<file path="src/design/abf_pkg.sv">
// ----------------------------------------------------------------------------
// abf_pkg
// Types and codes used by the alpha-blend frame store and its blend unit.
// ----------------------------------------------------------------------------
package abf_pkg;

  // Command codes carried in the request's opcode field.
  typedef enum logic [1:0] {
    OP_BLEND = 2'd0,
    OP_READ  = 2'd1,
    OP_FILL  = 2'd2,
    OP_MARK  = 2'd3
  } opcode_t;

  // Configuration register indexes.
  localparam logic CFG_FRAME_WIDTH  = 1'b0;
  localparam logic CFG_FRAME_HEIGHT = 1'b1;

  localparam logic [7:0] CFG_SIZE_RESET = 8'd128;
  localparam logic [7:0] ALPHA_OPAQUE   = 8'hFF;
  localparam logic [7:0] ALPHA_CLEAR    = 8'h00;

  // Sequencer states.
  typedef enum logic [2:0] {
    ST_CLEAR,
    ST_IDLE,
    ST_SETUP,
    ST_PIX_RD,
    ST_PIX_WR,
    ST_DONE
  } abf_state_t;

  typedef struct packed {
    opcode_t            opcode;
    logic signed [15:0] x_coord;
    logic signed [15:0] y_coord;
    logic        [15:0] rect_width;
    logic        [15:0] rect_height;
    logic        [31:0] color;
    logic               mark_value;
  } in_t;

  typedef struct packed {
    logic [31:0] read_color;
    logic        dirty_mark;
  } out_t;

endpackage

</file>
<file path="src/design/abf_blend.sv">
// ----------------------------------------------------------------------------
// abf_blend
// Pixel blend unit: mixes an ARGB colour over a stored RGB pixel.
// ----------------------------------------------------------------------------
module abf_blend
  import abf_pkg::*;
(
  input  logic [23:0] dst_rgb,
  input  logic [31:0] color,
  output logic [23:0] new_rgb
);

  // One channel: c + floor((d - c) * inv / 256), wrapped to eight bits.
  function automatic logic [7:0] blend_chan(input logic [7:0] d, input logic [7:0] c,
                                            input logic [8:0] inv);
    logic signed [8:0]  diff;
    logic signed [18:0] prod;
    logic signed [18:0] quot;
    diff = $signed({1'b0, d}) - $signed({1'b0, c});
    prod = diff * $signed({1'b0, inv});
    quot = prod >>> 8;
    return c + quot[7:0];
  endfunction

  logic [7:0] alpha;
  logic [8:0] inv;

  assign alpha = color[31:24];
  assign inv   = 9'd256 - {1'b0, alpha};

  always_comb begin
    if (alpha == ALPHA_OPAQUE) begin
      new_rgb = color[23:0];
    end else begin
      for (int k = 0; k < 3; k++) begin
        new_rgb[k*8 +: 8] = blend_chan(dst_rgb[k*8 +: 8], color[k*8 +: 8], inv);
      end
    end
  end

endmodule
</file>
<file path="config.mk">
export PLATFORM = sky130hd
export DESIGN_NAME = abf_blend
export DESIGN_NICKNAME = d
export VERILOG_FILES = /design/src/design/abf_pkg.sv /design/src/design/abf_blend.sv
export SDC_FILE = /design/constraint.sdc
export NUM_CORES = 1
export LEC_CHECK = 0
export BUFFER_PORTS_ARGS = -buffer_cell sky130_fd_sc_hd__buf_2
export CAP_MARGIN = 20
export CORE_MARGIN = 4
export CORE_UTILIZATION = 30
export DETAILED_ROUTE_END_ITERATION = 8
export GPL_TIMING_DRIVEN = 1
export MAX_ROUTING_LAYER = met4
export PLACE_DENSITY = 0.54
export SYNTH_ARGS = -nofsm -noshare
export SYNTH_HDL_FRONTEND = slang
export SYNTH_SLANG_ARGS = --single-unit
</file>
<file path="constraint.sdc">
create_clock -name vclk -period 8.4
set_clock_uncertainty 0.05 [all_clocks]
set_input_delay 0 -clock vclk [all_inputs]
set_output_delay 0 -clock vclk [all_outputs]
set_load 0.005 [all_outputs]
</file>
* Yosys cells after proc, flatten, opt, wreduce, memory -nomap -nowiden *
Index checks and enable logic that the tools add are counted.

operators by class
  multipliers = 3
  equality and inequality tests = 1
  $add $sub $neg = 7
  muxes and demuxes = 1

operators by type and width
  operator             count
  $mul 9x10->16        3
  $sub 8x8->9          3
  $add 8x8->8          3
  $mux 24              1
  $sub 9x8->9 const A  1
  $eq 8x8->1 const B   1

word-level totals
  flip-flop bits (word level) = 0
  output and inout port bits = 24
  word-level logic and storage cells = 12

* Logic depth before layout (Yosys ltp) *
  depth in word-level cells = 4
  mapped depth = 35
  gate-level depth less buffers = 35

* Least setup slack after synthesis *
Ideal clock, no wire load.

  path type = input -> output
  start point = input color[24]
  end point = output new_rgb[7]
  data arrival time = 7.392 ns
  required time = 8.350 ns
  path slack = 0.958 ns
  stages = 32
  cells stage by stage = clkinv_1 clkbuf_1 ha_1 nor3b_1 nand2_1 xor2_1 clkbuf_1 nand2_1 fa_1 inv_1 fa_1 fa_1 fa_1 inv_1 fa_1 inv_1 ha_1 a21oi_1 o21ai_0 o31a_1 a21o_1 and2_1 o21a_1 nor2_1 xnor2_1 ha_1 o21ai_0 o21bai_1 xnor3_1 xnor2_1 nor2_1 xnor2_1

on the way
  word-level cells in the longest chain between the ends = 4
  elaborated cells between the ends (all ways) = 5
  classes of those cells = add/sub (2); mul (1); eq/ne (1); mux (1)

ends and longest elaborated chain
  item                line             source
  start: declaration  abf_blend.sv:9   input logic [31:0] color,
  $sub 9x8->9         abf_blend.sv:29  assign inv = 9'd256 - {1'b0, alpha};
  $mul 9x10->16       abf_blend.sv:20  prod = diff * $signed({1'b0, inv});
  $add 8x8->8         abf_blend.sv:22  return c + quot[7:0];
  $mux 24 (*)         abf_blend.sv:32  if (alpha == ALPHA_OPAQUE) begin
  end: declaration    abf_blend.sv:10  output logic [23:0] new_rgb

Mark *: on every way between the ends. The rest lies on a longest branch, timed or not.

* Worst setup path in the final report *
  start point = input color[25]
  end point = output new_rgb[7]

Same word-level chain as after synthesis.

==> flow_results.org <==
** Floorplan
- Chip height :: 182 um
- The die covers 33100 sq um.
- Num ports :: 80
- Chip width :: 182 um
- The initial utilization of the core area, before any placement, comes to 0.305.
- Row generation in the floorplan step produced 63 rows.
- The core region is 29700 sq um.

** Global route
- The number of antenna violations at the first check in global routing was 1.
- Met2 track demand over resource :: 0.241
- Largest net degree at the start of global routing :: 29
- For this run, global-route usage on met1 was measured as 0.196.
- Vias in the first global route :: 7660
- First-pass GRT wire length :: 38300 um
- In this run the most used layer during global routing was met2.
- For this run the aggregate overflow at the end of global routing stands at 0.
- Global-route usage over all layers :: 0.142
- In the global route stage, met3 resource usage came out at 0.00761.

** Synthesis
- Counting distinct cell types in the post-synthesis netlist gives 60.
- Number of synthesis warnings :: 0
- The share of the Yosys chip area taken by registers is 0.
- Dominant cell type by area after synthesis :: sky130_fd_sc_hd__fa_1
- Counting every net in the synthesized netlist gives 1437.
- By area the synthesized netlist is led by sky130_fd_sc_hd__fa_1, sky130_fd_sc_hd__ha_1, sky130_fd_sc_hd__inv_1.
- The cell count after synthesis came out at 1072.
- Fraction of post-synthesis cell area in the top cell type by area :: 0.338
- The mapped netlist covers 9070 sq um.
- Mean Syn Cell Area :: 8.46 sq um

** Job
- Number of max-cap violations :: 0

** Timing
- The worst path in the final design needs a cycle of 7750 ps, including I/O delays and setup.
- The number of max-slew violations in the final report is 0.
- Relative slew slack :: 0.345
- Setup TNS :: 0 ps
- RSZ-0062 raised after global routing :: no
- Measured slew at the worst slew-check pin :: 975 ps
- Static timing analysis puts the maximum clock frequency at 129 MHz.
- Final count of hold timing violations :: 0
- Share of the clock period used by the worst path :: 0.923
- Finish-stage setup viols :: 0

** Critical path
- Most frequent cell on the critical path :: sky130_fd_sc_hd__fa_1
- Of all nets on the critical path, the largest fanout is 8.
- At the worst endpoint, the required time is 8350 ps.
- Among all stages on the critical path, the largest delay is contributed by sky130_fd_sc_hd__or4_4.
- For this run, the slowest stage of the critical path takes 560 ps.
- Kind of start point of the critical path :: input port
- Worst endpoint data arrival time :: 7700 ps
- Type of element capturing the critical path :: output pin
- Crit Path Class :: input port to output pin

** Routing
- Detail Route Antenna Nets :: 0
- For this block, the routed nets add up to 22700 um of wire.
- The first detailed-routing pass took 4 iterations.
- Drt via density :: 4.67
- Across all layers, the routed design uses 7278 vias.
- After detailed routing, the number of remaining DRC violations is 0.
- Detailed Route Iter0 Violations :: 238
- Routed length per instance :: 14.6 um

** Final layout
- Area of the multi-input gates :: 8330 sq um
- After filler insertion, the fill cell instance count of the layout stands at 3127.
- Clock buf count :: 0
- The final layout contains a sequential cell count of 0.
- Layout cell share with drive strength beyond 1 :: 0.122
- Post-layout net count :: 1535
- Leaving out fill and tap cells, the most frequent cell in the layout is sky130_fd_sc_hd__inv_1.
- Compared with the post-synthesis result, the final layout area differs by 12.4%.
- The library cells used most frequently in the layout, excluding fill and tap cells, are sky130_fd_sc_hd__inv_1, sky130_fd_sc_hd__ha_1, sky130_fd_sc_hd__fa_1.
- Summing all flip-flop and latch instances after layout gives 0 sq um.

** Clock network
- Post-CTS Repair Setup Buffers :: 0
- Hold repair after CTS inserted 0 buffers.
- After clock tree synthesis, the repair step resized 0 gates.

** Placed design
- During placement, the flow inserted port buffers numbering 80.
- Final HPWL DP :: 19600 um
- Routability-driven placement finished with a final weighted congestion of 0.882.

** Hold path
- In this run the worst hold path is classified as input port to output pin.

** Run status
- The run finished with clean final reports.
## synthesized netlist by cell type, drive strengths merged, types with 3 or more instances
library cell	n
or3	4
clkbuf	20
a21o	12
or2b	4
mux2	6
or4	4
and2	8
nor2	153
nand2	71
ha	156
inv	179
nand3	7
nor2b	6
nand2b	59
a21oi	29
o21ai	34
nor3	5
or2	6
nand4	6
xor2	34
o21a	9
buf	4
a211o	3
xnor2	57
o41ai	3
fa	153
## routing by layer
| metal | wire length, um | share of wire | up-vias |
|---|---|---|---|
| met5 | 0 | 0 | - |
| met4 | 161 | 0.0071 | 0 |
| met3 | 697 | 0.031 | 10 |
| met2 | 11000 | 0.48 | 119 |
| met1 | 10800 | 0.48 | 3559 |
| li1 | - | - | 3590 |
## per-stage QoR
stage / cells / utilization / hold slack, ps / setup WS (ps) / cell area [sq um]
6_report: 1560 / 0.343 / 222 / 646 / 10200
5_1_grt: 1559 / 0.343 / 242 / 37.0 / 10200
4_1_cts: 1558 / 0.342 / 225 / 503 / 10200
3_5_place_dp: 1558 / 0.342 / 219 / 545 / 10200
3_3_place_gp: 1558 / 0.342 / 223 / 653 / 10200
2_1_floorplan: 1072 / - / 9.95 / 958 / 9070
## cells by family (layout without fill, tap and decap cells)
group                    after synthesis  count (layout)  synth area share
AND/OR/NAND/NOR                      345             345             0.180
XOR/XNOR                              92              92            0.0912
buffers and inverters                204             300            0.0855
adder cells (fa/ha/maj)              309             309             0.553
AO/OA/AOI/OAI                        115             115            0.0817
multiplexers                           7               7           0.00855
other                                  0               2                 0
## path summary, 6_finish.rpt
path                   from           to  cells after the start
setup / recovery  color[25]   new_rgb[7]                     31
hold / removal    color[23]  new_rgb[23]                      3
## worst max-delay path, delay by kind of cell
kind	cells	cell delay, ps
adder cells (fa/ha/maj)	7	3150
AND/OR/NAND/NOR	6	1680
AO/OA/AOI/OAI	7	1210
XOR/XNOR	5	1040
buffers and inverters	6	620
## area by class of cell
cell class | count | area share
timing repair buffer | 120 | 0.0687
tap | 390 | 0.0479
antenna | 2 | 0.000491
multi-input combinational | 868 | 0.817
inverter | 180 | 0.0663
Power is left out: the tool's default activity adds up to more than one toggle a clock period on the data nets, which glitch-free logic cannot reach.
